File: src/rtl/eee_dly.sv
`timescale 1ns / 1ps
`default_nettype none
module eee_dly #(
  parameter int W = 32,
  parameter int N = 4
) (
  input  wire logic         clk,
  input  wire logic         en,
  input  wire logic [W-1:0] d,
  output logic      [W-1:0] q
);

  logic [W-1:0] tap_r [N];

  always_ff @(posedge clk) begin
    if (en) begin
      tap_r[0] <= d;
      for (int i = 1; i < N; i++) begin
        tap_r[i] <= tap_r[i-1];
      end
    end
  end

  assign q = tap_r[N-1];

endmodule
`default_nettype wire

File: config.mk
export PLATFORM = sky130hd
export DESIGN_NAME = eee_dly
export DESIGN_NICKNAME = d
export VERILOG_FILES = /design/src/rtl/eee_dly.sv
export SDC_FILE = /design/constraint.sdc
export NUM_CORES = 1
export LEC_CHECK = 0
export BUFFER_PORTS_ARGS = -buffer_cell sky130_fd_sc_hd__buf_2
export CAP_MARGIN = 20
export CORE_MARGIN = 2
export CORE_UTILIZATION = 35
export DETAILED_ROUTE_END_ITERATION = 8
export GPL_TIMING_DRIVEN = 1
export HOLD_SLACK_MARGIN = 0.1
export PLACE_DENSITY = 0.55
export SYNTH_ARGS = -nofsm -noshare
export SYNTH_HDL_FRONTEND = slang
export SYNTH_SLANG_ARGS = --single-unit
File: constraint.sdc
create_clock -name clk -period 0.8 [get_ports clk]
set_input_delay 0.16 -clock clk [delete_from_list [all_inputs] [get_ports clk]]
set_output_delay 0.16 -clock clk [all_outputs]
set_load 0.05 [all_outputs]
==> flow_summary_export.csv, run 1 <==
group,metric,value,unit
timing,post-route-period-util,1.537,
timing,worst_slack,-429.2,ps
place,dp.cells,340,
global_routing,grt_pass1_wl,7.665,mm
cells_and_area,instances_no_fill,404,
yosys,syn_area,0.003844,mm^2
clock_tree,clock_path_buffers,2,
run_status,status,"finished with violations",
timing,grt_setup_unrepaired,"true",
yosys,syn-num-nets,162,
yosys,yosys-top-cells-area,"edfxtp_1 100%",
timing,fin_setup_tns,-12900,ps
yosys,synth_cells,128,
critical_path,path_cells,"buf_6",
clock_tree,htreeDepth,4,
power,ir_drop,0.001470,V
route,first_iter_violations,59,
die,rows,38,
die,start_util,0.3561,
critical_path,slowest_delay,400,ps
yosys,yosysTopAreaCell,"edfxtp_1",
critical_path,arrival,1070,ps
clock_tree,insertion_delay,490,ps
cells_and_area,area_growth,46.29,%
cells_and_area,layout.nets,286,
cells_and_area,final_common_cell,"edfxtp_1",
cells_and_area,multi_input_area,0,um^2
route,drc,0,
timing,maxSlewViolCount,0,
route,via_count,1589,
cells_and_area,mostFrequentLayoutCells,"128 x edfxtp_1, 33 x dlygate4sd3_1, 33 x buf_6",
yosys,synth-compound-area-share,0,
route,routed_wl,5.028,mm
timing,tightest_slew,268.9,ps
flow_run,maxCapViolCount,0,
timing,fmax,813.5,MHz
yosys,yosysTopAreaCellShare,1.000,
clock_tree,cts_inserted_buffers,17,
clock_tree,cts-root-buf,"clkbuf_8",
yosys,ys_seq_elements,128,
critical_path,slowest_stage,"edfxtp_1",
cells_and_area,largest-register,"tap_r",
critical_path,path_buf_inv,1,
route,via_per_inst,3.933,
cells_and_area,drive_gt1_frac,0.3864,
place,gp_congestion,0.6481,
power,pwr_density_cell,3071,mW/mm^2
timing,hold_violations,0,
global_routing,grt_usage,0.09201,
yosys,synth_simple_gate_area_frac,0,
timing,finClkSkew,6.284,ps
global_routing,grt_pass1_vias,1688,
run_status,failed_checks,"negative setup slack",
yosys,synth_mux_area_frac,0,
route,postRouteAntennaNets,0,
die,die-area,0.01184,mm^2
global_routing,grt_max_degree,36,
die,core,0.01079,mm^2
yosys,yosys.area_share.adder,0,
die,ios,66,
cells_and_area,reg_top3,"tap_r: 128 flops",
critical_path,crit_family,"flip-flops",
cells_and_area,num_antenna_cells,0,
place,placed_area,0.004441,mm^2
critical_path,worstSetupEndpointType,"primary output",
critical_path,startpoint_type,"flop",
critical_path,path_class,"reg2out",
yosys,yosysWarningCount,0,
route,first_pass_iters,5,
clock_tree,cts_sinks,128,
yosys,synth-xor-area-share,0,
power,leakage,2.072,nW
timing,setup_viol,39,
min_path,hold_path.class,"in2reg",
critical_path,critPathRequiredTime,640,ps
place,dp_slack,-46.90,ps
route,wl_per_cell,12.45,um
die,die_x,108.8,um
power,finalPower,0.01727,W
clock_tree,postCtsSetupRepairBufs,0,
yosys,yosysUniqueCellTypes,1,
clock_tree,clk_pin_slew_worst_paths,60,ps
clock_tree,cts_tree,"done",
die,die_y,108.8,um
global_routing,grt_overflow,0,
timing,slew_headroom,0.8207,
yosys,synth.yosys.seq_area_share,1.000,
yosys,syn_avg_cell_area,30.03,um^2
critical_path,crit_fanout,1,
cells_and_area,largest_register_ffs,128,
place,portBuffers,65,
timing,fin_crit,1229,ps
cells_and_area,multi_input_gates,0,
cells_and_area,final_area,0.005623,mm^2
global_routing,antenna_found_initial,0,
[synthesized netlist by cell type, drive strengths merged]
library cell / count
edfxtp: 128
[where the power goes]
group,switching [W],internal [W]
clock,0.00266,0.00568
combinational,0.000527,0.000373
sequential,0.000120,0.00791
total,0.00331,0.0140
[worst paths after layout]
check / start / endpoint / slack [ps] / cells past startpoint
min reg2reg: tap_r[1][3] / tap_r[2][3] / 410 / 0
min: en / tap_r[1][31] / 110 / 2
max: tap_r[3][27] / q[27] / -430 / 1
max reg2reg: tap_r[0][10] / tap_r[1][10] / 160 / 0
[timing repair]
action                                 CTS  global route
endpoints found under the hold margin   41             9
hold buffers                            33             1
resized for setup                       64             0
setup endpoints to repair               32            39
[cells by family (layout without fill, tap and decap cells)]
kind of cell,after synthesis,after routing
flip-flops,128,128
buffers and inverters,0,136
[final cells by class]
cell class / instances / area [um^2]
Clock buffer: 17 / 414.1
Clock inverter: 14 / 237.7
Fill cell: 846 / 5170
Sequential cell: 128 / 3844
Tap cell: 140 / 175.2
Timing Repair Buffer: 105 / 952.2
[stage by stage]
stage / hold WS [ps] / util
2_1_floorplan: 258.9 / -
3_3_place_gp: 336.8 / 0.4114
6_report: 111.6 / 0.5210
5_1_grt: 97.34 / 0.5210
4_1_cts: 91.92 / 0.5210
3_5_place_dp: 338.1 / 0.4114
[metal layers]
| metal | up-vias | global-route usage | wire length [um] |
|---|---|---|---|
| met5 | - | 0 | 0 |
| met3 | 6 | 0.05140 | 243 |
| met2 | 48 | 0.1411 | 2525 |
| met1 | 758 | 0.1001 | 2188 |
| li1 | 777 | - | - |
| met4 | 0 | 0.05403 | 71 |
Power figures use the tool's default switching activity.
==> inputs of run 2 (changes only) <==
--- a/config.mk
+++ b/config.mk
@@ -12,7 +12,7 @@
 export DETAILED_ROUTE_END_ITERATION = 8
 export GPL_TIMING_DRIVEN = 1
 export HOLD_SLACK_MARGIN = 0.1
-export PLACE_DENSITY = 0.55
+export PLACE_DENSITY = 0.53
 export SYNTH_ARGS = -nofsm -noshare
 export SYNTH_HDL_FRONTEND = slang
 export SYNTH_SLANG_ARGS = --single-unit
==> constraint.sdc (replaced) <==
create_clock -name clk -period 1.3 [get_ports clk]
set_input_delay 0.26 -clock clk [delete_from_list [all_inputs] [get_ports clk]]
set_output_delay 0.26 -clock clk [all_outputs]
set_load 0.05 [all_outputs]
==> flow_summary_export.csv, run 2 (same netlist as run 1, synthesis figures left out) <==
group,metric,value,unit
die,core,0.01079,mm^2
die,start_util,0.3561,
timing,worst_slack,-37.55,ps
min_path,hold_path.class,"reg2reg",
cells_and_area,drive_gt1_frac,0.3769,
critical_path,crit_family,"flip-flops",
timing,post-route-period-util,1.029,
route,routed_wl,4.838,mm
timing,fin_setup_tns,-267.8,ps
clock_tree,cts-root-buf,"clkbuf_8",
power,leakage,2.045,nW
route,drc,0,
global_routing,grt_usage,0.09065,
timing,fmax,747.6,MHz
route,via_per_inst,4.028,
cells_and_area,reg_top3,"tap_r: 128 flops",
critical_path,crit_fanout,1,
route,wl_per_cell,12.10,um
timing,hold_violations,0,
place,dp.cells,336,
cells_and_area,final_common_cell,"edfxtp_1",
clock_tree,clock_path_buffers,2,
cells_and_area,instances_no_fill,400,
timing,fin_crit,1338,ps
critical_path,arrival,1080,ps
clock_tree,insertion_delay,500,ps
route,via_count,1611,
route,first_iter_violations,63,
die,ios,66,
run_status,failed_checks,"negative setup slack",
critical_path,path_buf_inv,1,
global_routing,grt_pass1_wl,7.493,mm
timing,grt_setup_unrepaired,"true",
clock_tree,cts_sinks,128,
route,postRouteAntennaNets,0,
critical_path,slowest_stage,"edfxtp_1",
critical_path,slowest_delay,410,ps
die,die_x,108.8,um
timing,setup_viol,18,
place,gp_congestion,0.5977,
clock_tree,cts_tree,"done",
clock_tree,clk_pin_slew_worst_paths,60,ps
timing,slew_headroom,0.8167,
cells_and_area,area_growth,44.79,%
cells_and_area,largest_register_ffs,128,
cells_and_area,largest-register,"tap_r",
timing,tightest_slew,274.9,ps
cells_and_area,mostFrequentLayoutCells,"128 x edfxtp_1, 33 x dlygate4sd3_1, 32 x buf_2, 32 x buf_6, 16 x clkbuf_16",
global_routing,grt_pass1_vias,1552,
global_routing,antenna_found_initial,0,
timing,maxSlewViolCount,0,
die,rows,38,
run_status,status,"finished with violations",
power,finalPower,0.01041,W
power,ir_drop,0.0008921,V
cells_and_area,num_antenna_cells,0,
critical_path,path_class,"reg2out",
cells_and_area,layout.nets,282,
place,dp_slack,237.9,ps
place,hpwl,2.551,mm
die,die-area,0.01184,mm^2
cells_and_area,multi_input_gates,0,
critical_path,startpoint_type,"flop",
place,portBuffers,65,
power,pwr_density_cell,1871,mW/mm^2
flow_run,maxCapViolCount,0,
cells_and_area,multi_input_area,0,um^2
clock_tree,htreeDepth,4,
global_routing,grt_max_degree,46,
global_routing,grt_overflow,0,
route,first_pass_iters,4,
critical_path,path_cells,"buf_6",
die,die_y,108.8,um
timing,worst_hold_slack,412.5,ps
clock_tree,postCtsSetupRepairBufs,0,
timing,finClkSkew,9.125,ps
critical_path,worstSetupEndpointType,"primary output",
clock_tree,cts_inserted_buffers,17,
critical_path,critPathRequiredTime,1040,ps
[run 2: cell count changes in the layout (fill, tap and decap cells not counted), sizes merged]
cell and delta:
clkinv +2, clkinvlp -1, bufinv -1, buf -4
[run 2: final timing paths]
kind	slack [ps]	end	startpoint	cells past startpoint
worst max-delay path	-40	q[14]	tap_r[3][14]	1
worst min-delay path	410	tap_r[2][25]	tap_r[1][25]	0
worst max register to register	640	tap_r[1][26]	tap_r[0][26]	0
worst min register to register	410	tap_r[2][25]	tap_r[1][25]	0
[run 2: area by class of cell]
cell class | instances | area, um^2
Timing Repair Buffer | 101 | 918.4
Sequential cell | 128 | 3844
Clock buffer | 17 | 414.1
Fill cell | 850 | 5228
Tap cell | 140 | 175.2
Clock inverter | 14 | 214.0
[run 2: through the flow]
stage                       util  instance area [um^2]
after CTS                 0.5157                  5565
after global placement    0.4083                  4407
final                     0.5157                  5565
after global routing      0.5157                  5565
after detailed placement  0.4083                  4407
after floorplan                -                  3844
[run 2: timing repair]
item / in CTS / in global routing
gates resized for setup: 64 / 0
endpoints found under the setup margin: 32 / 32
hold endpoints to repair: 38 / 0
hold buffers: 33 / 0
cloned: 0 / 0
[run 2: metal layers]
| layer | vias to the layer above | part of all wire | track usage |
|---|---|---|---|
| li1 | 771 | - | - |
| met1 | 785 | 0.41 | 0.09875 |
| met2 | 46 | 0.52 | 0.1393 |
| met3 | 9 | 0.055 | 0.04363 |
| met4 | 0 | 0.016 | 0.06319 |
| met5 | - | 0 | 0 |
[run 2: where the power goes]
group,switching (W),total (W),internal [W]
registers,0.0000728,0.00494,0.00487
clock network,0.00164,0.00493,0.00330
logic,0.000320,0.000540,0.000221
