[config.mk]
export PLATFORM = sky130hd
export DESIGN_NAME = eee_fpop
export DESIGN_NICKNAME = d
export VERILOG_FILES = /design/src/rtl/eee_pkg.sv /design/src/rtl/eee_fpop.sv
export SDC_FILE = /design/constraint.sdc
export NUM_CORES = 2
export LEC_CHECK = 0
export BUFFER_PORTS_ARGS = -buffer_cell sky130_fd_sc_hd__buf_2
export CORE_MARGIN = 2
export CORE_UTILIZATION = 45
export DETAILED_ROUTE_END_ITERATION = 10
export GPL_TIMING_DRIVEN = 0
export PLACE_DENSITY = 0.74
export SYNTH_ARGS = -nofsm -noshare
export SYNTH_HDL_FRONTEND = slang
export SYNTH_SLANG_ARGS = --single-unit
[constraint.sdc]
create_clock -name clk -period 8 [get_ports clk]
set_clock_uncertainty 0.05 [all_clocks]
set_input_delay 2.4 -clock clk [delete_from_list [all_inputs] [get_ports clk]]
set_output_delay 2.4 -clock clk [all_outputs]
set_load 0.005 [all_outputs]
[src/rtl/eee_pkg.sv]
`timescale 1ns / 1ps
`default_nettype none
package eee_pkg;

  // Internal mantissa width of the shared normalize and round stages.
  localparam int MW = 51;
  // Signed exponent width before rounding.
  localparam int EW = 12;

  localparam int LAT_ARITH = 4;
  localparam int DIV_STEPS = 26;
  localparam int LAT_DIV   = DIV_STEPS + 3;

  localparam logic [31:0] FP_ONE       = 32'h3F80_0000;
  localparam logic [31:0] FP_CANON_NAN = 32'h7FC0_0000;

  localparam int CFG_AW = 3;
  localparam logic [CFG_AW-1:0] REG_MODE = 3'd0;
  localparam logic [CFG_AW-1:0] REG_MW0  = 3'd1;
  localparam logic [CFG_AW-1:0] REG_MW1  = 3'd2;
  localparam logic [CFG_AW-1:0] REG_MW2  = 3'd3;
  localparam logic [CFG_AW-1:0] REG_MW3  = 3'd4;
  localparam logic [CFG_AW-1:0] REG_MW4  = 3'd5;

  typedef enum logic [1:0] {
    OP_ADD,
    OP_MUL,
    OP_DIV
  } fp_op_t;

  typedef enum logic [1:0] {
    K_FIN,
    K_ZERO,
    K_INF,
    K_NAN
  } fp_kind_t;

  typedef struct packed {
    fp_kind_t    kind;
    logic        sign;
    logic [7:0]  expo;
    logic [23:0] mant;
  } fp_unp_t;

  // Value of a finite item is mant * 2^(base - 127 - (MW - 2)).
  typedef struct packed {
    fp_kind_t              kind;
    logic                  sign;
    logic signed [EW-1:0]  base;
    logic [MW-1:0]         mant;
  } fp_raw_t;

  function automatic fp_unp_t fp_unpack(input logic [31:0] x);
    fp_unp_t u;
    u.sign = x[31];
    u.expo = (x[30:23] == 8'd0) ? 8'd1 : x[30:23];
    u.mant = {(x[30:23] != 8'd0), x[22:0]};
    if (x[30:23] == 8'hFF) begin
      u.kind = (x[22:0] != 23'd0) ? K_NAN : K_INF;
    end else if (x[30:0] == 31'd0) begin
      u.kind = K_ZERO;
    end else begin
      u.kind = K_FIN;
    end
    return u;
  endfunction

endpackage
`default_nettype wire

[src/rtl/eee_fpop.sv]
`timescale 1ns / 1ps
`default_nettype none
module eee_fpop #(
  parameter eee_pkg::fp_op_t OP = eee_pkg::OP_MUL
) (
  input  wire logic        clk,
  input  wire logic        en,
  input  wire logic [31:0] a,
  input  wire logic [31:0] b,
  output logic      [31:0] y
);

  eee_pkg::fp_raw_t raw;
  eee_pkg::fp_raw_t nrm_r;
  eee_pkg::fp_raw_t nrm_nxt;
  logic [31:0]      y_r;
  logic [31:0]      y_nxt;

  generate
    if (OP == eee_pkg::OP_MUL) begin : g_mul
      eee_pkg::fp_unp_t ua_r;
      eee_pkg::fp_unp_t ub_r;
      eee_pkg::fp_raw_t raw_r;
      eee_pkg::fp_raw_t raw_nxt;
      logic [47:0]      prod;

      always_ff @(posedge clk) begin
        if (en) begin
          ua_r  <= eee_pkg::fp_unpack(a);
          ub_r  <= eee_pkg::fp_unpack(b);
          raw_r <= raw_nxt;
        end
      end

      assign prod = ua_r.mant * ub_r.mant;

      always_comb begin
        raw_nxt.sign = ua_r.sign ^ ub_r.sign;
        raw_nxt.base = $signed({4'b0, ua_r.expo}) + $signed({4'b0, ub_r.expo}) - 12'sd127;
        raw_nxt.mant = {prod, 3'b0};
        if (ua_r.kind == eee_pkg::K_NAN || ub_r.kind == eee_pkg::K_NAN ||
            (ua_r.kind == eee_pkg::K_INF && ub_r.kind == eee_pkg::K_ZERO) ||
            (ua_r.kind == eee_pkg::K_ZERO && ub_r.kind == eee_pkg::K_INF)) begin
          raw_nxt.kind = eee_pkg::K_NAN;
        end else if (ua_r.kind == eee_pkg::K_INF || ub_r.kind == eee_pkg::K_INF) begin
          raw_nxt.kind = eee_pkg::K_INF;
        end else if (ua_r.kind == eee_pkg::K_ZERO || ub_r.kind == eee_pkg::K_ZERO) begin
          raw_nxt.kind = eee_pkg::K_ZERO;
        end else begin
          raw_nxt.kind = eee_pkg::K_FIN;
        end
      end

      assign raw = raw_r;

    end else if (OP == eee_pkg::OP_ADD) begin : g_add
      eee_pkg::fp_unp_t big_r;
      eee_pkg::fp_unp_t sml_r;
      eee_pkg::fp_unp_t big_nxt;
      eee_pkg::fp_unp_t sml_nxt;
      eee_pkg::fp_kind_t kind_r;
      eee_pkg::fp_kind_t kind_nxt;
      logic [5:0]       dist_r;
      logic [5:0]       dist_nxt;
      logic             zsign_r;
      logic             sub_r;
      eee_pkg::fp_raw_t raw_r;
      eee_pkg::fp_raw_t raw_nxt;

      always_comb begin
        eee_pkg::fp_unp_t ua;
        eee_pkg::fp_unp_t ub;
        logic [7:0]       d8;
        ua = eee_pkg::fp_unpack(a);
        ub = eee_pkg::fp_unpack(b);
        // Order by magnitude so that the aligned operand is never the larger one.
        if (a[30:0] < b[30:0]) begin
          big_nxt = ub;
          sml_nxt = ua;
        end else begin
          big_nxt = ua;
          sml_nxt = ub;
        end
        d8 = big_nxt.expo - sml_nxt.expo;
        dist_nxt = (d8 > 8'd63) ? 6'd63 : d8[5:0];
        if (ua.kind == eee_pkg::K_NAN || ub.kind == eee_pkg::K_NAN ||
            (ua.kind == eee_pkg::K_INF && ub.kind == eee_pkg::K_INF && a[31] != b[31])) begin
          kind_nxt = eee_pkg::K_NAN;
        end else if (ua.kind == eee_pkg::K_INF || ub.kind == eee_pkg::K_INF) begin
          kind_nxt = eee_pkg::K_INF;
        end else begin
          kind_nxt = eee_pkg::K_FIN;
        end
      end

      always_comb begin
        logic [eee_pkg::MW-1:0]   xa;
        logic [2*eee_pkg::MW-1:0] wide;
        logic [eee_pkg::MW-1:0]   yb;
        logic [eee_pkg::MW-1:0]   sum;
        xa   = {1'b0, big_r.mant, 26'b0};
        wide = {1'b0, sml_r.mant, 26'b0, {eee_pkg::MW{1'b0}}} >> dist_r;
        // Bits shifted out are folded into the lowest bit.
        yb   = wide[2*eee_pkg::MW-1:eee_pkg::MW] |
               {{(eee_pkg::MW-1){1'b0}}, (|wide[eee_pkg::MW-1:0])};
        sum  = sub_r ? (xa - yb) : (xa + yb);
        raw_nxt.kind = kind_r;
        raw_nxt.mant = sum;
        raw_nxt.base = $signed({4'b0, big_r.expo});
        // An exact zero sum is negative only when both operands were negative.
        raw_nxt.sign = (sum == '0 && kind_r == eee_pkg::K_FIN) ? zsign_r : big_r.sign;
      end

      always_ff @(posedge clk) begin
        if (en) begin
          big_r   <= big_nxt;
          sml_r   <= sml_nxt;
          kind_r  <= kind_nxt;
          dist_r  <= dist_nxt;
          zsign_r <= a[31] & b[31];
          sub_r   <= a[31] ^ b[31];
          raw_r   <= raw_nxt;
        end
      end

      assign raw = raw_r;

    end else begin : g_div
      localparam int S = eee_pkg::DIV_STEPS;
      logic [25:0]              rem_r  [S+1];
      logic [25:0]              quo_r  [S+1];
      logic [23:0]              dvs_r  [S+1];
      eee_pkg::fp_kind_t        kind_r [S+1];
      logic                     sign_r [S+1];
      logic signed [eee_pkg::EW-1:0] base_r [S+1];
      logic [23:0]              ma_nxt;
      logic [23:0]              mb_nxt;
      logic signed [eee_pkg::EW-1:0] base_nxt;
      eee_pkg::fp_kind_t        kind_nxt;

      always_comb begin
        eee_pkg::fp_unp_t ua;
        eee_pkg::fp_unp_t ub;
        logic [4:0]       lza;
        logic [4:0]       lzb;
        ua = eee_pkg::fp_unpack(a);
        ub = eee_pkg::fp_unpack(b);
        ma_nxt = ua.mant;
        mb_nxt = ub.mant;
        lza = 5'd0;
        lzb = 5'd0;
        // Subnormal mantissas are brought to [1, 2) before the quotient loop.
        for (int k = 4; k >= 0; k--) begin
          if ((ma_nxt >> (24 - (1 << k))) == 24'd0) begin
            ma_nxt = ma_nxt << (1 << k);
            lza    = lza + 5'(1 << k);
          end
          if ((mb_nxt >> (24 - (1 << k))) == 24'd0) begin
            mb_nxt = mb_nxt << (1 << k);
            lzb    = lzb + 5'(1 << k);
          end
        end
        base_nxt = ($signed({4'b0, ua.expo}) - $signed({7'b0, lza})) -
                   ($signed({4'b0, ub.expo}) - $signed({7'b0, lzb})) + 12'sd127;
        if (ua.kind == eee_pkg::K_NAN || ub.kind == eee_pkg::K_NAN ||
            (ua.kind == eee_pkg::K_ZERO && ub.kind == eee_pkg::K_ZERO) ||
            (ua.kind == eee_pkg::K_INF && ub.kind == eee_pkg::K_INF)) begin
          kind_nxt = eee_pkg::K_NAN;
        end else if (ua.kind == eee_pkg::K_INF || ub.kind == eee_pkg::K_ZERO) begin
          kind_nxt = eee_pkg::K_INF;
        end else if (ua.kind == eee_pkg::K_ZERO || ub.kind == eee_pkg::K_INF) begin
          kind_nxt = eee_pkg::K_ZERO;
        end else begin
          kind_nxt = eee_pkg::K_FIN;
        end
      end

      always_ff @(posedge clk) begin
        if (en) begin
          rem_r[0]  <= {2'b0, ma_nxt};
          quo_r[0]  <= 26'd0;
          dvs_r[0]  <= mb_nxt;
          kind_r[0] <= kind_nxt;
          sign_r[0] <= a[31] ^ b[31];
          base_r[0] <= base_nxt;
        end
      end

      // One restoring step per stage, quotient most significant bit first.
      for (genvar k = 1; k <= S; k++) begin : g_step
        logic        ge;
        logic [25:0] rem_n;
        assign ge    = rem_r[k-1] >= {2'b0, dvs_r[k-1]};
        assign rem_n = ge ? (rem_r[k-1] - {2'b0, dvs_r[k-1]}) : rem_r[k-1];
        always_ff @(posedge clk) begin
          if (en) begin
            rem_r[k]  <= {rem_n[24:0], 1'b0};
            quo_r[k]  <= {quo_r[k-1][24:0], ge};
            dvs_r[k]  <= dvs_r[k-1];
            kind_r[k] <= kind_r[k-1];
            sign_r[k] <= sign_r[k-1];
            base_r[k] <= base_r[k-1];
          end
        end
      end

      always_comb begin
        raw.kind = kind_r[S];
        raw.sign = sign_r[S];
        raw.base = base_r[S];
        raw.mant = {1'b0, quo_r[S], (rem_r[S] != 26'd0), 23'b0};
      end
    end
  endgenerate

  // Normalize: leading one to the top bit.
  always_comb begin
    logic [eee_pkg::MW-1:0] m;
    logic [5:0]             lz;
    m  = raw.mant;
    lz = 6'd0;
    for (int k = 5; k >= 0; k--) begin
      if ((m >> (eee_pkg::MW - (1 << k))) == '0) begin
        m  = m << (1 << k);
        lz = lz + 6'(1 << k);
      end
    end
    nrm_nxt.kind = raw.kind;
    nrm_nxt.sign = raw.sign;
    nrm_nxt.mant = m;
    nrm_nxt.base = raw.base + 12'sd1 - $signed({6'b0, lz});
  end

  // Round to nearest even, with gradual underflow and overflow to infinity.
  always_comb begin
    logic [30:0]                pk;
    logic                       g;
    logic                       st;
    logic signed [eee_pkg::EW-1:0] sh12;
    logic [5:0]                 shamt;
    logic [eee_pkg::MW+62:0]    wide;
    logic [eee_pkg::MW-1:0]     mm;
    pk    = 31'd0;
    g     = 1'b0;
    st    = 1'b0;
    sh12  = '0;
    shamt = 6'd0;
    wide  = '0;
    mm    = '0;
    y_nxt = {nrm_r.sign, 31'd0};
    case (nrm_r.kind)
      eee_pkg::K_NAN:  y_nxt = eee_pkg::FP_CANON_NAN;
      eee_pkg::K_INF:  y_nxt = {nrm_r.sign, 8'hFF, 23'd0};
      eee_pkg::K_ZERO: y_nxt = {nrm_r.sign, 31'd0};
      default: begin
        if (nrm_r.mant == '0) begin
          y_nxt = {nrm_r.sign, 31'd0};
        end else if (nrm_r.base >= 12'sd255) begin
          y_nxt = {nrm_r.sign, 8'hFF, 23'd0};
        end else begin
          if (nrm_r.base >= 12'sd1) begin
            pk = {nrm_r.base[7:0], nrm_r.mant[49:27]};
            g  = nrm_r.mant[26];
            st = |nrm_r.mant[25:0];
          end else begin
            sh12  = 12'sd1 - nrm_r.base;
            shamt = (sh12 > 12'sd63) ? 6'd63 : sh12[5:0];
            wide  = {nrm_r.mant, 63'd0} >> shamt;
            mm    = wide[eee_pkg::MW+62:63];
            pk    = {8'd0, mm[49:27]};
            g     = mm[26];
            st    = (|mm[25:0]) | (|wide[62:0]);
          end
          y_nxt = {nrm_r.sign, pk + {30'd0, g & (st | pk[0])}};
        end
      end
    endcase
  end

  always_ff @(posedge clk) begin
    if (en) begin
      nrm_r <= nrm_nxt;
      y_r   <= y_nxt;
    end
  end

  assign y = y_r;

endmodule
`default_nettype wire

==> flow_summary.yaml <==
logic_synthesis:
  synth_area_leaders: "fa_1 28%, edfxtp_1 20%, ha_1 7.5%, inv_1 6.6%, and2_1 5.4%"
  synth_edf_count: 226
  synth_ff_type: "edfxtp_1"
  yosysTopAreaCell: "fa_1"
  synth_cell_types: 105
  avgSynthCellArea_um2: 9.19
  synth_area_um2: 34300
  ys_ff_latch: 226
  netlist_instances: 3734
  syn_nets: 4490
  yosysWarnings: 0
  ys_async_sr_fraction_pct: 0
  synth_top_area_share_pct: 28.2
  synth_seq_area_share_pct: 19.8
critical_path:
  worstSetupStartpointType: "flop"
  rrSetupSlack_ns: 0.19
  worstRegToRegCells: 27
  critPathKind: "flop to flop"
  timing.rr.end: "g_mul.raw_r[49]"
  r2r_start: "g_mul.ua_r[20]"
  crit_path_max_fanout: 10
  worstPathArrival_ns: 8.13
  cp.required_ns: 8.32
  end_kind: "flop"
sta:
  setup_tns_ns: 0
  fmax_ghz: 0.128
  slew_headroom_pct: 21.3
  hold_violations: 0
  period_needed_ns: 7.81
  setup_viol: 0
  slew_viol_final: 0
  fin_crit_sh_pct: 97.6
  tightest_slew_ns: 1.18
final_layout:
  layout.nets: 4658
  final-seq-area_um2: 6790
  fillers: 7108
  drive_gt1_share_pct: 9.96
  syn_to_final_growth_pct: 9.40
  final_cell_mix: "601 x inv_1, 483 x fa_1, 460 x nand2_1, 297 x and2_1, 226 x edfxtp_1"
  multi_input_area_um2: 24500
  antennaDiodeCount: 0
  mostFrequentLayoutCell: "inv_1"
clock_network:
  clk_pin_slew_ns: 0.07
  cts_buffer_depth: 3
  clock_sinks: 226
  numCtsBuffers: 30
  cts_tree: "yes"
  clock_latency_ns: 0.63
  root_buffer: "clkbuf_16"
  htree_levels: 1
die:
  num_rows: 101
  start_util_pct: 45.3
  design.die.area_um2: 78500
  die_h_um: 280
  ios: 98
  core_area_um2: 75700
  die_w_um: 280
place:
  io_buffers: 97
  gp_congestion: 1.03
  dpl.hpwl_um: 95600
drt:
  wl_um: 120000
  wl_per_cell_um: 24.4
  vias: 28900
  drt_iter0_markers: 2737
  vias_per_cell: 5.89
  drtPass1Iterations: 6
  ant_nets: 0
  drc: 0
hold_path:
  hold_path_class: "flop to flop"
  min_path_cells: 0
  hold_start: "g_mul.raw_r[63]"
  min_to: "nrm_r[63]"
global_route:
  grt_use_total_pct: 30.4
  grt_pass1_vias: 29800
  grt_first_pass_wirelength_um: 180000
  antenna_found_initial: 1
  overflow: 0
  grt_max_degree: 87
outcome:
  status: "finished, final reports clean"
run:
  drv_cap: 0
[how the worst max path moves through the flow]
stage / start / endpoint / slack [ns] / depth (start not counted)
after floorplan: g_mul.ub_r[3] / g_mul.raw_r[48] / 0.46 / 27
after global placement: g_mul.ua_r[12] / g_mul.raw_r[48] / -1.25 / 25
after detailed placement: g_mul.ua_r[12] / g_mul.raw_r[48] / -1.21 / 25
after CTS: g_mul.ua_r[19] / g_mul.raw_r[48] / 0.002 / 26
after global routing: g_mul.ua_r[11] / g_mul.raw_r[50] / -0.01 / 28
final: g_mul.ua_r[20] / g_mul.raw_r[49] / 0.19 / 27
[cell usage after synthesis, types with 22 or more instances]
library cell	instances
inv_1	601
fa_1	484
nand2_1	460
and2_1	297
edfxtp_1	226
ha_1	206
clkbuf_1	170
nor2_1	166
a21oi_1	133
mux2i_1	114
o21ai_0	91
nand3_1	71
nor3_1	52
xnor2_1	51
a21o_1	42
nor4_1	38
o211ai_1	35
a211oi_1	30
buf_2	29
a31oi_1	24
mux2_2	23
xor2_1	23
nand4_1	22
[final cells by class]
class	count	share of cell area (%)
Multi-Input combinational cell	2682	65.2
Sequential cell	226	18.1
Inverter	606	6.06
Tap cell	978	3.26
Buffer	220	2.83
Timing Repair Buffer	136	2.21
Clock buffer	38	2.08
Clock inverter	16	0.316
[registers in the layout (all words and copies together), names as in the netlist]
| signal | count |
|---|---|
| nrm_r | 63 |
| g_mul.raw_r | 61 |
| y | 32 |
| g_mul.ub_r | 35 |
| g_mul.ua_r | 35 |
[per-layer routing]
metal	vias up	global-route usage (%)	routed length [um]
met5	-	0	0
li1	12600	-	-
met4	0	19.2	9440
met3	475	4.54	9090
met2	1556	52.7	57500
met1	14200	35.4	43500
[logic make-up after synthesis]
| kind of cell | after synthesis | synth area share (%) |
|---|---|---|
| mux | 142 | 4.38 |
| xor+xnor | 74 | 1.89 |
| compound gates | 564 | 11.4 |
| fa+ha+maj | 690 | 35.7 |
| simple gates | 1212 | 17.6 |
| flops | 226 | 19.8 |
| buf+inv | 826 | 9.23 |
[repair_timing]
action                     CTS  global route
buffers inserted            28             8
gates resized for setup     92            61
hold buffers                 0             0
pin swaps                    2             6
setup endpoints to repair   10            10
[worst max-delay path, cell delays in order, from the launching register on]
cell	delay (ns)
edfxtp_1	0.57
clkbuf_4	0.36
nand2_1	0.13
fa_1	0.55
inv_1	0.06
fa_1	0.50
inv_1	0.06
fa_1	0.50
fa_1	0.52
inv_1	0.06
fa_1	0.52
fa_1	0.49
inv_1	0.05
fa_1	0.47
inv_1	0.04
ha_1	0.36
and3_1	0.26
and3_2	0.28
and3_1	0.18
nand3_1	0.09
a41oi_1	0.25
nor2_2	0.09
a21oi_2	0.20
a41oi_2	0.19
o21ai_2	0.23
o31ai_2	0.11
o21ai_0	0.26
xor2_1	0.11
[metrics by stage]
| stage | area (um^2) | setup slack (ns) | util (%) | std cells | hold WS, ns |
|---|---|---|---|---|---|
| finish | 37600 | 0.193 | 49.6 | 4902 | 0.372 |
| global route | 37600 | -0.0121 | 49.6 | 4902 | 0.375 |
| CTS | 37400 | 0.00243 | 49.4 | 4894 | 0.369 |
| detailed placement | 36100 | -1.21 | 47.7 | 4812 | 0.356 |
| global placement | 36000 | -1.25 | 47.6 | 4809 | 0.354 |
| floorplan | 34300 | 0.461 | - | 3734 | 0.350 |
Power is left out: the tool's default activity adds up to more than one toggle a clock period on the data nets, which glitch-free logic cannot reach.
